===== config.mk =====
export PLATFORM = sky130hd
export DESIGN_NAME = ctl_ctrl
export DESIGN_NICKNAME = d
export VERILOG_FILES = /design/src/sv/assert_macros.svh /design/src/sv/ctl_pkg.sv /design/src/sv/ctl_ctrl.sv
export SDC_FILE = /design/constraint.sdc
export NUM_CORES = 1
export LEC_CHECK = 0
export ABC_AREA = 1
export BUFFER_PORTS_ARGS = -buffer_cell sky130_fd_sc_hd__buf_2
export CORE_MARGIN = 1.5
export CORE_UTILIZATION = 52
export DETAILED_ROUTE_END_ITERATION = 6
export PLACE_DENSITY = 0.86
export SYNTH_ARGS = -nofsm -noshare
export SYNTH_HDL_FRONTEND = slang
export SYNTH_SLANG_ARGS = --single-unit
export TNS_END_PERCENT = 50

===== constraint.sdc =====
create_clock -name clk -period 2.65 [get_ports clk]
set_input_delay 0.1325 -clock clk [delete_from_list [all_inputs] [get_ports clk]]
set_output_delay 0.1325 -clock clk [all_outputs]
set_load 0.1 [all_outputs]

===== src/sv/assert_macros.svh =====
// ----------------------------------------------------------------------------
// assert_macros.svh
// Assertion shorthands shared by the RTL.
// ----------------------------------------------------------------------------
`ifndef ASSERT_MACROS_SVH
`define ASSERT_MACROS_SVH

// same-cycle implication, masked during reset
`define CTL_ASSERT_NOW(lbl, clk, rst_n, ante, cons) \
  lbl: assert property (@(posedge clk) disable iff (!rst_n) (ante) |-> (cons)) \
    else $error("assertion failed");

// next-cycle implication, masked during reset
`define CTL_ASSERT_NEXT(lbl, clk, rst_n, ante, cons) \
  lbl: assert property (@(posedge clk) disable iff (!rst_n) (ante) |=> (cons)) \
    else $error("assertion failed");

`endif


===== src/sv/ctl_pkg.sv =====
// ----------------------------------------------------------------------------
// ctl_pkg
// Shared constants, types and control structs for the tour length block.
// ----------------------------------------------------------------------------
`default_nettype none

package ctl_pkg;

  localparam int CITY_COUNT = 1024;
  localparam int COORD_BITS = 16;
  localparam int IDX_W      = $clog2(CITY_COUNT);
  localparam int TOTAL_W    = 40;
  localparam int FRAC_SHIFT = 16;
  localparam int PROD_W     = 2 * COORD_BITS;
  localparam int SUMSQ_W    = PROD_W + 1;
  localparam int ROOT_W     = (SUMSQ_W + FRAC_SHIFT + 1) / 2;
  localparam int RAD_W      = 2 * ROOT_W;
  localparam int REM_W      = ROOT_W + 3;
  localparam int STEP_W     = $clog2(ROOT_W);

  typedef logic signed [COORD_BITS-1:0] coord_t;
  typedef logic [COORD_BITS-1:0]        mag_t;

  typedef struct packed {
    coord_t x;
    coord_t y;
  } point_t;

  typedef enum logic [3:0] {
    ST_IDLE,
    ST_VISIT,
    ST_DIFF,
    ST_MUL_X,
    ST_MUL_Y,
    ST_ROOT_INIT,
    ST_ROOT,
    ST_ACC,
    ST_EMIT
  } state_t;

  typedef struct packed {
    logic mem_wr;
    logic mem_rd;
    logic start_tour;
    logic leg_ld;
    logic sel_close;
    logic mul_x;
    logic mul_y;
    logic root_init;
    logic root_step;
    logic acc;
    logic upd_prev;
    logic emit;
  } cmd_t;

  typedef struct packed {
    logic started;
  } sts_t;

endpackage

`default_nettype wire


===== src/sv/ctl_ctrl.sv =====
// ----------------------------------------------------------------------------
// ctl_ctrl
// Sequencer: request handshakes, leg scheduling and root step count.
// ----------------------------------------------------------------------------
`default_nettype none

module ctl_ctrl (
  input  wire logic           clk,
  input  wire logic           rst_n,
  input  wire logic           in_valid,
  output logic                in_stall,
  input  wire logic           in_action,
  input  wire logic           in_last_visit,
  output logic                out_valid,
  input  wire logic           out_stall,
  output ctl_pkg::cmd_t       cmd,
  input  wire ctl_pkg::sts_t  sts
);

  ctl_pkg::state_t                state_r, state_nxt;
  logic                           out_valid_r, out_valid_nxt;
  logic                           last_r, last_nxt;
  logic                           close_r, close_nxt;
  logic [ctl_pkg::STEP_W-1:0]     step_r, step_nxt;
  logic                           accept;
  logic                           out_free;

  assign in_stall  = (state_r != ctl_pkg::ST_IDLE);
  assign accept    = in_valid && (state_r == ctl_pkg::ST_IDLE);
  assign out_free  = !out_valid_r || !out_stall;
  assign out_valid = out_valid_r;

  always_ff @(posedge clk) begin
    if (!rst_n) begin
      state_r     <= ctl_pkg::ST_IDLE;
      out_valid_r <= 1'b0;
    end else begin
      state_r     <= state_nxt;
      out_valid_r <= out_valid_nxt;
    end
  end

  always_ff @(posedge clk) begin
    last_r  <= last_nxt;
    close_r <= close_nxt;
    step_r  <= step_nxt;
  end

  always_comb begin
    state_nxt     = state_r;
    last_nxt      = last_r;
    close_nxt     = close_r;
    step_nxt      = step_r;
    out_valid_nxt = out_valid_r && out_stall;
    cmd           = '0;
    cmd.sel_close = close_r;

    unique case (state_r)
      ctl_pkg::ST_IDLE: begin
        if (accept) begin
          if (in_action) begin
            cmd.mem_rd = 1'b1;
            last_nxt   = in_last_visit;
            state_nxt  = ctl_pkg::ST_VISIT;
          end else begin
            cmd.mem_wr = 1'b1;
          end
        end
      end
      ctl_pkg::ST_VISIT: begin
        if (!sts.started) begin
          cmd.start_tour = 1'b1;
          close_nxt      = 1'b1;
          state_nxt      = last_r ? ctl_pkg::ST_DIFF : ctl_pkg::ST_IDLE;
        end else begin
          close_nxt = 1'b0;
          state_nxt = ctl_pkg::ST_DIFF;
        end
      end
      ctl_pkg::ST_DIFF: begin
        cmd.leg_ld = 1'b1;
        state_nxt  = ctl_pkg::ST_MUL_X;
      end
      ctl_pkg::ST_MUL_X: begin
        cmd.mul_x = 1'b1;
        state_nxt = ctl_pkg::ST_MUL_Y;
      end
      ctl_pkg::ST_MUL_Y: begin
        cmd.mul_y = 1'b1;
        state_nxt = ctl_pkg::ST_ROOT_INIT;
      end
      ctl_pkg::ST_ROOT_INIT: begin
        cmd.root_init = 1'b1;
        step_nxt      = '0;
        state_nxt     = ctl_pkg::ST_ROOT;
      end
      ctl_pkg::ST_ROOT: begin
        cmd.root_step = 1'b1;
        step_nxt      = step_r + 1'b1;
        if (step_r == ctl_pkg::STEP_W'(ctl_pkg::ROOT_W - 1)) begin
          state_nxt = ctl_pkg::ST_ACC;
        end
      end
      ctl_pkg::ST_ACC: begin
        cmd.acc      = 1'b1;
        cmd.upd_prev = !close_r;
        priority if (close_r) begin
          state_nxt = ctl_pkg::ST_EMIT;
        end else if (last_r) begin
          close_nxt = 1'b1;
          state_nxt = ctl_pkg::ST_DIFF;
        end else begin
          state_nxt = ctl_pkg::ST_IDLE;
        end
      end
      ctl_pkg::ST_EMIT: begin
        if (out_free) begin
          cmd.emit      = 1'b1;
          out_valid_nxt = 1'b1;
          state_nxt     = ctl_pkg::ST_IDLE;
        end
      end
      default: begin
        state_nxt = ctl_pkg::ST_IDLE;
      end
    endcase
  end

endmodule

`default_nettype wire


==> results of run 1 <==
==> final cells by class <==
class	instances	area (um2)	area share
clock buffer	3	22.5	0.0265
clock inverter	1	3.75	0.00442
inverter	17	63.8	0.0751
multi-input combinational	61	330	0.389
sequential	12	310	0.365
tap	15	18.8	0.0221
timing repair buffer	20	100	0.118
==> registers in the layout, summed over array words and instances (netlist names) <==
signal,flops
state_r,4
out_valid,1
last_r,1
close_r,1
step_r,5
==> stage by stage <==
step                hold slack [ns]  utilization  worst slack, ns  area [um2]
global route                 0.0457        0.661            0.803         850
finish                       0.0628        0.661            0.876         850
CTS                          0.0585        0.661            0.875         850
floorplan                     0.231            -         -0.00756         712
detailed placement            0.331        0.641             1.18         823
global placement              0.311        0.641             1.22         823
==> per-layer routing <==
metal	part of all wire	GRT usage	vias to the layer above
met4	0	0.0259	0
met1	0.47	0.216	277
met2	0.49	0.323	14
li1	-	-	328
met3	0.042	0.0667	0
met5	0	0	-
==> power by group <==
group / leakage, nW / switching, W / internal (W) / total (W)
clock: 0.0154 / 0.0000592 / 0.0000543 / 0.000114
combinational: 0.337 / 0.000136 / 0.0000291 / 0.000165
sequential: 0.103 / 0.00000926 / 0.000205 / 0.000214
total: 0.455 / 0.000204 / 0.000288 / 0.000492
==> synthesized netlist by cell type <==
cell,instances
sky130_fd_sc_hd__or2_2,1
sky130_fd_sc_hd__nand4_1,2
sky130_fd_sc_hd__nor2_4,3
sky130_fd_sc_hd__nand3_1,6
sky130_fd_sc_hd__inv_2,2
sky130_fd_sc_hd__nor2_2,1
sky130_fd_sc_hd__buf_4,1
sky130_fd_sc_hd__xor2_1,2
sky130_fd_sc_hd__a21oi_1,3
sky130_fd_sc_hd__nor2_1,18
sky130_fd_sc_hd__nor3_1,2
sky130_fd_sc_hd__nand2_2,3
sky130_fd_sc_hd__a22oi_2,1
sky130_fd_sc_hd__ha_1,2
sky130_fd_sc_hd__edfxtp_1,7
sky130_fd_sc_hd__nand2_1,16
sky130_fd_sc_hd__nor3b_2,1
sky130_fd_sc_hd__inv_1,15
sky130_fd_sc_hd__dfxtp_1,5
==> cell families after synthesis <==
group / count (synthesis) / synth area share
flip-flops: 12 / 0.437
adder cells (fa/ha/maj): 2 / 0.0353
buffers and inverters: 18 / 0.101
AO/OA/AOI/OAI: 4 / 0.0388
XOR/XNOR: 2 / 0.0247
AND/OR/NAND/NOR: 53 / 0.363
==> worst max path at each step <==
stage	startpoint	endpoint	slack, ns	cells after the start
after CTS	state_r[1]	cmd[11]	0.88	4
final	state_r[1]	cmd[11]	0.88	4
after floorplan	state_r[3]	cmd[5]	-0.008	3
after global placement	state_r[1]	cmd[11]	1.22	4
after global routing	state_r[0]	cmd[11]	0.80	4
after detailed placement	state_r[1]	cmd[11]	1.18	4
==> insert_results.sql, run 1 <==
INSERT INTO impl_metrics (metric_group, metric, value, unit) VALUES
('outcome', 'outcome', 'finished, final reports clean', ''),
('clock_network', 'total_of_hold_buffers_inserted_after_clock_tree_synthesis', '0', ''),
('placement', 'dp.cells', '125', ''),
('setup_path', 'worstRegToRegCells', '4', ''),
('floorplanning', 'die_x', '39.9', 'um'),
('sta', 'max_clk_rate', '0.564', 'GHz'),
('setup_path', 'critical-path-top-delay-family', 'simple AND/OR/NAND/NOR gates', ''),
('sta', 'final-max-slew-violation-count', '0', ''),
('clock_network', 'clock_pin_slew_on_the_worst_setup_and_hold_paths', '0.08', 'ns'),
('setup_path', 'critPathLaunchType', 'flop', ''),
('route', 'wl', '1270', 'um'),
('flow_run', 'max-cap-violations', '0', ''),
('power', 'cellLeakagePower', '0.455', 'nW'),
('setup_path', 'worst-setup-path-type', 'reg2out', ''),
('yosys', 'synth_area_leader_cell', 'sky130_fd_sc_hd__edfxtp_1', ''),
('clock_network', 'cts_root_buf', 'sky130_fd_sc_hd__clkbuf_4', ''),
('setup_path', 'slowest_cell_on_the_critical_path', 'sky130_fd_sc_hd__buf_2', ''),
('final_layout', 'fillCellCount', '112', ''),
('yosys', 'netlist_area', '709', 'um2'),
('floorplanning', 'initial_core_util', '0.552', ''),
('grt', 'grt_pass1_vias', '501', ''),
('hold_path', 'hold_depth', '1', ''),
('final_layout', 'finish.cell_count_without_fillers', '129', ''),
('sta', 'skew', '0.00731', 'ns'),
('final_layout', 'most-common-layout-cells', 'sky130_fd_sc_hd__buf_2, sky130_fd_sc_hd__nor2_1, sky130_fd_sc_hd__nand2_1', ''),
('final_layout', 'area_overhead_of_the_layout_relative_to_synthesis', '19.8', '%'),
('grt', 'globalRouteTotalUtil', '0.184', ''),
('floorplanning', 'row_count', '13', ''),
('sta', 'worst_slew_margin_rel', '0.675', ''),
('grt', 'maximum_number_of_pins_on_one_net_before_global_route_repair', '8', ''),
('setup_path', 'regToRegSetupSlack', '1.20', 'ns'),
('placement', 'place_hpwl', '1070', 'um'),
('grt', 'global_route.overflow_total', '0', ''),
('sta', 'post-route-min-period', '1.77', 'ns'),
('clock_network', 'tritoncts', 'done', ''),
('yosys', 'synth-seq-area-share', '0.437', ''),
('setup_path', 'cp_data_arrival_time', '1.64', 'ns'),
('route', 'route.antenna.remaining_nets', '0', ''),
('clock_network', 'largest_buffer_count_on_any_clock_path', '2', ''),
('setup_path', 'critical-path-max-stage-delay', '0.45', 'ns'),
('power', 'power_density', '580', 'nW/um2'),
('sta', 'finalHoldViolCount', '0', ''),
('yosys', 'synth_seq_cells', '12', ''),
('power', 'worst_ir_drop_vdd', '0.372', 'mV'),
('floorplanning', 'dieHeight', '39.9', 'um'),
('clock_network', 'numCtsBuffers', '3', ''),
('route', 'routed_wire_length_per_instance', '9.86', 'um'),
('setup_path', 'crit_path_end_kind', 'primary output', ''),
('clock_network', 'worst_skew_pair.late_latency', '0.26', 'ns'),
('grt', 'grt_pass1_wl', '1900', 'um'),
('sta', 'finalCritPeriodShare', '0.669', ''),
('final_layout', 'commonest_non_fill_non_tap_cell_in_the_layout', 'sky130_fd_sc_hd__buf_2', ''),
('hold_path', 'worstHoldPathType', 'in2reg', ''),
('setup_path', 'cp.required', '2.52', 'ns'),
('floorplanning', 'floorplan.die_area', '1590', 'um2'),
('final_layout', 'post_route_cells_drive_above_1_share', '0.316', ''),
('sta', 'setup_tns', '0', 'ns'),
('yosys', 'synth_top_area_frac', '0.296', ''),
('setup_path', 'cp_cell_sequence', 'nor2_1 -> nand2_2 -> nor3b_2 -> buf_2', ''),
('final_layout', 'nNetsFinal', '124', ''),
('clock_network', 'cts_setup_buffers', '0', ''),
('sta', 'setup_viol', '0', ''),
('yosys', 'synth_fp_nets', '100', ''),
('floorplanning', 'ioPinCount', '21', ''),
('route', 'drc', '0', ''),
('sta', 'rsz0062_at_grt', 'no', ''),
('setup_path', 'crit_path_max_fanout', '5', ''),
('hold_path', 'timing.hold.worst_endpoint', 'last_r', ''),
('placement', 'io_buffers', '20', ''),
('hold_path', 'min-delay-start', 'in_last_visit', ''),
('grt', 'grt_antenna_before_repair', '0', '');
(Power assumes the default switching activity.)
==> run 2, diff against run 1 <==
Settings changed: CORE_UTILIZATION 52 to 44, PLACE_DENSITY 0.86 to 0.78.
Clock period 2.65 ns to 1.5 ns, I/O delays scaled along.
==> insert_results.sql, run 2 (same netlist as run 1, synthesis figures left out) <==
INSERT INTO impl_metrics (metric_group, metric, value, unit) VALUES
('route', 'route.antenna.remaining_nets', '0', ''),
('final_layout', 'diodes', '0', ''),
('outcome', 'outcome', 'finished, final reports clean', ''),
('floorplanning', 'floorplan.die_area', '1860', 'um2'),
('route', 'drtPass1Iterations', '4', ''),
('grt', 'global_route.overflow_total', '0', ''),
('sta', 'skew', '0.00769', 'ns'),
('setup_path', 'worst-setup-path-type', 'reg2out', ''),
('power', 'power.total', '0.000963', 'W'),
('floorplanning', 'die_x', '43.2', 'um'),
('clock_network', 'clock_pin_slew_on_the_worst_setup_and_hold_paths', '0.07', 'ns'),
('floorplanning', 'dieHeight', '43.2', 'um'),
('route', 'num_vias', '663', ''),
('final_layout', 'final_core_util', '0.697', ''),
('grt', 'grt_antenna_before_repair', '0', ''),
('final_layout', 'largest_register_ffs', '5', ''),
('setup_path', 'crit-reg2reg-launch', 'step_r[0]', ''),
('clock_network', 'worst_skew_pair.late_latency', '0.28', 'ns'),
('clock_network', 'tritoncts_num_sinks', '12', ''),
('setup_path', 'regToRegSetupSlack', '0.21', 'ns'),
('sta', 'final_critical_path_setup_slack', '0.0346', 'ns'),
('setup_path', 'cp_data_arrival_time', '1.39', 'ns'),
('setup_path', 'critical-path-top-delay-family', 'buffers and inverters', ''),
('setup_path', 'critPathLaunchType', 'flop', ''),
('setup_path', 'slowest_cell_on_the_critical_path', 'sky130_fd_sc_hd__buf_2', ''),
('sta', 'setup_viol', '0', ''),
('sta', 'tightest_slew', '0.487', 'ns'),
('sta', 'worst_slew_margin_rel', '0.678', ''),
('final_layout', 'post_route_cells_drive_above_1_share', '0.414', ''),
('final_layout', 'layout_top_registers', 'step_r x5, state_r x4', ''),
('setup_path', 'critical-path-max-stage-delay', '0.46', 'ns'),
('route', 'vias_per_cell', '5.02', ''),
('sta', 'setup_tns', '0', 'ns'),
('power', 'power_density', '917', 'nW/um2'),
('floorplanning', 'ioPinCount', '21', ''),
('setup_path', 'crit_path_end_kind', 'primary output', ''),
('clock_network', 'h-tree-depth', '1', ''),
('sta', 'hold_slack', '0.0688', 'ns'),
('setup_path', 'worst-path-buf-inv', '2', ''),
('setup_path', 'reg2reg_to', 'step_r[4]', ''),
('placement', 'io_buffers', '20', ''),
('placement', 'worst_setup_slack_post_dpl', '0.225', 'ns'),
('grt', 'maximum_number_of_pins_on_one_net_before_global_route_repair', '8', ''),
('grt', 'grt_pass1_wl', '2590', 'um'),
('floorplanning', 'initial_core_util', '0.471', ''),
('route', 'wl', '1550', 'um'),
('sta', 'final-max-slew-violation-count', '0', ''),
('sta', 'finalHoldViolCount', '0', ''),
('route', 'drtIter0Drc', '17', ''),
('clock_network', 'tritoncts', 'done', ''),
('power', 'worst_ir_drop_vdd', '0.720', 'mV'),
('clock_network', 'cts_setup_buffers', '0', ''),
('setup_path', 'cp.required', '1.42', 'ns'),
('sta', 'post-route-min-period', '1.47', 'ns'),
('final_layout', 'nNetsFinal', '126', ''),
('hold_path', 'min-delay-start', 'out_stall', ''),
('clock_network', 'cts_root_buf', 'sky130_fd_sc_hd__clkbuf_4', ''),
('final_layout', 'fillCellCount', '120', ''),
('grt', 'grt_pass1_vias', '649', ''),
('clock_network', 'largest_buffer_count_on_any_clock_path', '2', ''),
('floorplanning', 'design.core.area', '1510', 'um2'),
('setup_path', 'crit_path_max_fanout', '4', ''),
('floorplanning', 'row_count', '14', ''),
('final_layout', 'area_overhead_of_the_layout_relative_to_synthesis', '48.0', '%'),
('placement', 'place_hpwl', '1220', 'um'),
('hold_path', 'timing.hold.worst_endpoint', 'out_valid', ''),
('setup_path', 'cp_cell_sequence', 'inv_2 -> nand2_4 -> nor3_2 -> buf_2', ''),
('hold_path', 'hold_depth', '3', ''),
('final_layout', 'largest_register', 'step_r', ''),
('sta', 'finalCritPeriodShare', '0.977', ''),
('final_layout', 'most-common-layout-cells', 'sky130_fd_sc_hd__inv_1, sky130_fd_sc_hd__nand2_1, sky130_fd_sc_hd__nor2_1, sky130_fd_sc_hd__buf_2, sky130_fd_sc_hd__buf_12', ''),
('route', 'routed_wire_length_per_instance', '11.8', 'um'),
('power', 'cellLeakagePower', '0.501', 'nW'),
('clock_network', 'numCtsBuffers', '3', ''),
('hold_path', 'worstHoldPathType', 'in2reg', ''),
('grt', 'globalRouteTotalUtil', '0.188', ''),
('sta', 'max_clk_rate', '0.682', 'GHz'),
('setup_path', 'worstRegToRegCells', '6', ''),
('route', 'drc', '0', ''),
('flow_run', 'max-cap-violations', '0', ''),
('placement', 'globalplace.congestion', '0.940', '');
[run 2: layout make-up]
class	count	area [um2]	share of cell area
Sequential cell	12	315	0.300
Clock buffer	3	22.5	0.0215
Inverter	17	63.8	0.0608
Timing Repair Buffer	22	238	0.226
Clock inverter	1	3.75	0.00358
Multi-Input combinational cell	61	387	0.368
Tap cell	16	20.0	0.0191
[run 2: how the worst max path moves through the flow]
stage | to | cells after the start | slack, ns | startpoint
CTS | cmd[11] | 4 | -0.04 | state_r[1]
global route | cmd[9] | 5 | -0.005 | state_r[0]
detailed placement | step_r[4] | 6 | 0.22 | step_r[0]
finish | cmd[5] | 4 | 0.03 | state_r[3]
global placement | step_r[4] | 6 | 0.23 | step_r[0]
floorplan | close_r | 6 | -0.53 | state_r[3]
[run 2: timing repair]
action,CTS,global route
pin swaps,0,2
resized for setup,2,2
endpoints found under the hold margin,1,0
hold buffers,1,0
endpoints found under the setup margin,2,4
cloned,0,0
[run 2: power by group]
part           switching, W  internal (W)
combinational      0.000263      0.000103
sequential        0.0000237      0.000364
clock              0.000113     0.0000964
total              0.000400      0.000563
[run 2: per-layer routing]
layer / up-vias / track usage / wire length [um]
li1: 334 / - / -
met1: 299 / 0.196 / 607
met2: 26 / 0.319 / 833
met3: 4 / 0.0851 / 86
met4: 0 / 0.0848 / 25
met5: - / 0 / 0
[run 2: through the flow]
step / area (um2) / cells
detailed placement: 998 / 127
floorplan: 758 / 91
finish: 1050 / 132
global route: 1050 / 132
global placement: 998 / 127
CTS: 1040 / 132
[run 2: worst register-to-register path, delay by kind of cell (launching register included)]
family                     cells  cell delay (ns)
xor gates and xnor gates       1             0.15
adders and majority gates      1             0.24
buffers and inverters          1             0.05
DFF                            1             0.44
and+or+nand+nor                3             0.17
==> run 3, diff against run 2 <==
Settings changed: ABC_AREA 1 to not set, PLACE_DENSITY 0.78 to 0.79.
==> insert_results.sql, run 3 <==
INSERT INTO impl_metrics (metric_group, metric, value, unit) VALUES
('outcome', 'outcome', 'finished, violations left', ''),
('outcome', 'violated_checks', 'setup timing', ''),
('power', 'worst_ir_drop_vdd', '0.653', 'mV'),
('sta', 'skew', '0.00226', 'ns'),
('setup_path', 'cp_data_arrival_time', '1.52', 'ns'),
('yosys', 'ys_types', '31', ''),
('placement', 'globalplace.congestion', '0.789', ''),
('route', 'drtPass1Iterations', '4', ''),
('power', 'cellLeakagePower', '0.469', 'nW'),
('floorplanning', 'dieHeight', '43.0', 'um'),
('setup_path', 'crit_path_end_kind', 'primary output', ''),
('grt', 'grt_antenna_before_repair', '0', ''),
('power', 'comb_power_share', '0.386', ''),
('power', 'power_density', '877', 'nW/um2'),
('setup_path', 'startpoint', 'state_r[0]', ''),
('power', 'net-switching-power', '0.000404', 'W'),
('yosys', 'ys.flop_type', 'sky130_fd_sc_hd__edfxtp_1', ''),
('sta', 'finalHoldViolCount', '0', ''),
('placement', 'io_buffers', '20', ''),
('setup_path', 'worst-setup-path-type', 'reg2out', ''),
('yosys', 'synth_seq_cells', '12', ''),
('placement', 'place_hpwl', '1170', 'um'),
('power', 'power_report.internal_total', '0.000646', 'W'),
('sta', 'max_clk_rate', '0.628', 'GHz'),
('route', 'vias_per_cell', '5.54', ''),
('yosys', 'synthesis.instances', '71', ''),
('sta', 'final-max-slew-violation-count', '0', ''),
('final_layout', 'commonest_non_fill_non_tap_cell_in_the_layout', 'sky130_fd_sc_hd__buf_12', ''),
('sta', 'post-route-min-period', '1.59', 'ns'),
('power', 'power.switching_fraction', '0.385', ''),
('final_layout', 'largest_register_ffs', '5', ''),
('clock_network', 'tritoncts_num_sinks', '12', ''),
('clock_network', 'clock_pin_slew_on_the_worst_setup_and_hold_paths', '0.08', 'ns'),
('setup_path', 'critPathLaunchType', 'flop', ''),
('sta', 'final_critical_path_setup_slack', '-0.0917', 'ns'),
('setup_path', 'crit-reg2reg-launch', 'state_r[0]', ''),
('setup_path', 'cp.required', '1.42', 'ns'),
('floorplanning', 'row_count', '14', ''),
('grt', 'global_route.overflow_total', '0', ''),
('yosys', 'post_synth_main_area_contributors', 'sky130_fd_sc_hd__edfxtp_1, sky130_fd_sc_hd__dfxtp_1, sky130_fd_sc_hd__xor2_1, sky130_fd_sc_hd__nor2_1, sky130_fd_sc_hd__ha_1', ''),
('power', 'power.share.sequential', '0.365', ''),
('final_layout', 'post_route_cells_drive_above_1_share', '0.525', ''),
('hold_path', 'min-delay-start', 'rst_n', ''),
('clock_network', 'numCtsBuffers', '3', ''),
('grt', 'grt_pass1_vias', '618', ''),
('final_layout', 'nNetsFinal', '111', ''),
('yosys', 'synth-async-reset-ratio', '0', ''),
('final_layout', 'diodes', '0', ''),
('yosys', 'synth-seq-area-share', '0.440', ''),
('final_layout', 'largest_register', 'step_r', ''),
('route', 'routed_wire_length_per_instance', '14.3', 'um'),
('floorplanning', 'initial_core_util', '0.468', ''),
('sta', 'rsz0062_at_grt', 'yes', ''),
('floorplanning', 'floorplan.die_area', '1850', 'um2'),
('grt', 'maximum_number_of_pins_on_one_net_before_global_route_repair', '8', ''),
('yosys', 'synth_top_area_frac', '0.298', ''),
('grt', 'grt_pass1_wl', '2840', 'um'),
('final_layout', 'layout_top_registers', 'step_r x5, state_r x4', ''),
('route', 'num_vias', '648', ''),
('yosys', 'synth_most_common_cell', 'sky130_fd_sc_hd__nor2_1', ''),
('grt', 'globalRouteTotalUtil', '0.211', ''),
('power', 'power.total', '0.00105', 'W'),
('final_layout', 'finish.cell_count_without_fillers', '117', ''),
('placement', 'dp.cells', '106', ''),
('hold_path', 'worstHoldPathType', 'in2reg', ''),
('yosys', 'synth_common_cells', 'sky130_fd_sc_hd__nor2_1, sky130_fd_sc_hd__edfxtp_1, sky130_fd_sc_hd__dfxtp_1', ''),
('sta', 'tightest_slew', '0.483', 'ns'),
('clock_network', 'largest_buffer_count_on_any_clock_path', '2', ''),
('sta', 'finalCritPeriodShare', '1.06', ''),
('sta', 'worst_slew_margin_rel', '0.680', ''),
('route', 'drtIter0Drc', '8', ''),
('yosys', 'synth_area_leader_cell', 'sky130_fd_sc_hd__edfxtp_1', ''),
('floorplanning', 'ioPinCount', '21', ''),
('route', 'wl', '1670', 'um'),
('floorplanning', 'design.core.area', '1510', 'um2'),
('route', 'route.antenna.remaining_nets', '0', ''),
('flow_run', 'max-cap-violations', '0', ''),
('yosys', 'synth_fp_nets', '80', ''),
('final_layout', 'area_overhead_of_the_layout_relative_to_synthesis', '69.5', '%'),
('clock_network', 'cts_root_buf', 'sky130_fd_sc_hd__clkbuf_4', ''),
('clock_network', 'worst_skew_pair.late_latency', '0.28', 'ns'),
('final_layout', 'most-common-layout-cells', 'sky130_fd_sc_hd__buf_12, sky130_fd_sc_hd__buf_4, sky130_fd_sc_hd__buf_2', ''),
('yosys', 'synth.yosys.warnings', '0', ''),
('yosys', 'synth-edff-count', '7', ''),
('yosys', 'synth_area_per_cell', '9.94', 'um2'),
('power', 'share_clk_of_total_power', '0.248', ''),
('clock_network', 'tritoncts', 'done', ''),
('yosys', 'netlist_area', '706', 'um2'),
('route', 'drc', '0', ''),
('clock_network', 'h-tree-depth', '1', ''),
('sta', 'setup_viol', '4', ''),
('floorplanning', 'die_x', '43.0', 'um'),
('setup_path', 'crit_path_max_fanout', '3', '');
run 3: changes by cell type in the layout (fill, tap and decap cells not counted), sizes merged, moves of 3 or more:
| cell | previous run | this run |
|---|---|---|
| nand2b | 0 | 3 |
| nand2 | 19 | 3 |
| buf | 21 | 30 |
| nand3 | 6 | 2 |
| nor2 | 22 | 8 |
| inv | 17 | 5 |
run 3: final timing paths:
check	to	slack, ns	depth (start not counted)
worst max-delay path	cmd[0]	-0.09	3
worst max register to register	state_r[3]	0.13	4
worst min-delay path	state_r[3]	0.05	2
worst min register to register	state_r[1]	0.52	1
run 3: kinds of logic (layout without fill, tap and decap cells):
logic type                 Yosys count  count (layout)  synth area share
AOI/OAI and AO/OA                    8               8            0.0763
DFF                                 12              12             0.440
and+or+nand+nor                     33              33             0.305
adders and majority gates            2               2            0.0355
buffers and inverters               10              40            0.0691
xor gates and xnor gates             6               6            0.0745
run 3: timing repair:
| action | 4_1_cts | 5_1_grt |
|---|---|---|
| endpoints found under the hold margin | 1 | 0 |
| pin swaps | 3 | 0 |
| gates resized for setup | 6 | 3 |
| setup buffers | 6 | 0 |
| endpoints found under the setup margin | 6 | 8 |
| hold buffers | 1 | 0 |
run 3: final cells by class:
type                            count  area (um2)
Clock buffer                        4        36.3
Fill cell                          99         310
Inverter                            5        21.3
Multi-Input combinational cell     49         437
Sequential cell                    12         325
Tap cell                           16        20.0
Timing Repair Buffer               31         357
run 3: critical path, stage by stage, from the launching register on:
cell	delay, ns
sky130_fd_sc_hd__dfxtp_4	0.36
sky130_fd_sc_hd__or4b_4	0.55
sky130_fd_sc_hd__a21oi_4	0.15
sky130_fd_sc_hd__buf_12	0.18
run 3: per-stage QoR:
stage	worst slack [ns]	cell area, um2	utilization	hold slack [ns]	setup TNS [ns]
floorplan	-0.225	812	-	0.174	-0.783
global placement	0.135	1070	0.713	0.251	0
detailed placement	0.111	1070	0.713	0.263	0
CTS	-0.0984	1190	0.791	0.0392	-0.194
global route	-0.143	1200	0.794	0.0652	-0.544
finish	-0.0917	1200	0.794	0.0481	-0.181
run 3: power groups by stage:
stage | clock (W) | combinational (W) | sequential, W
after floorplan | 0 | 0.000293 | 0.000388
after global placement | 0 | 0.000367 | 0.000399
after detailed placement | 0 | 0.000372 | 0.000403
after CTS | 0.000263 | 0.000399 | 0.000383
after global routing | 0.000279 | 0.000422 | 0.000384
final | 0.000260 | 0.000405 | 0.000383
run 3: metal layers:
layer  vias up  global-route usage  wire length, um
met5         -                   0                0
met4         0              0.0788               32
met3         4              0.0638               86
met2        22               0.318              804
met1       313               0.284              750
li1        309                   -                -
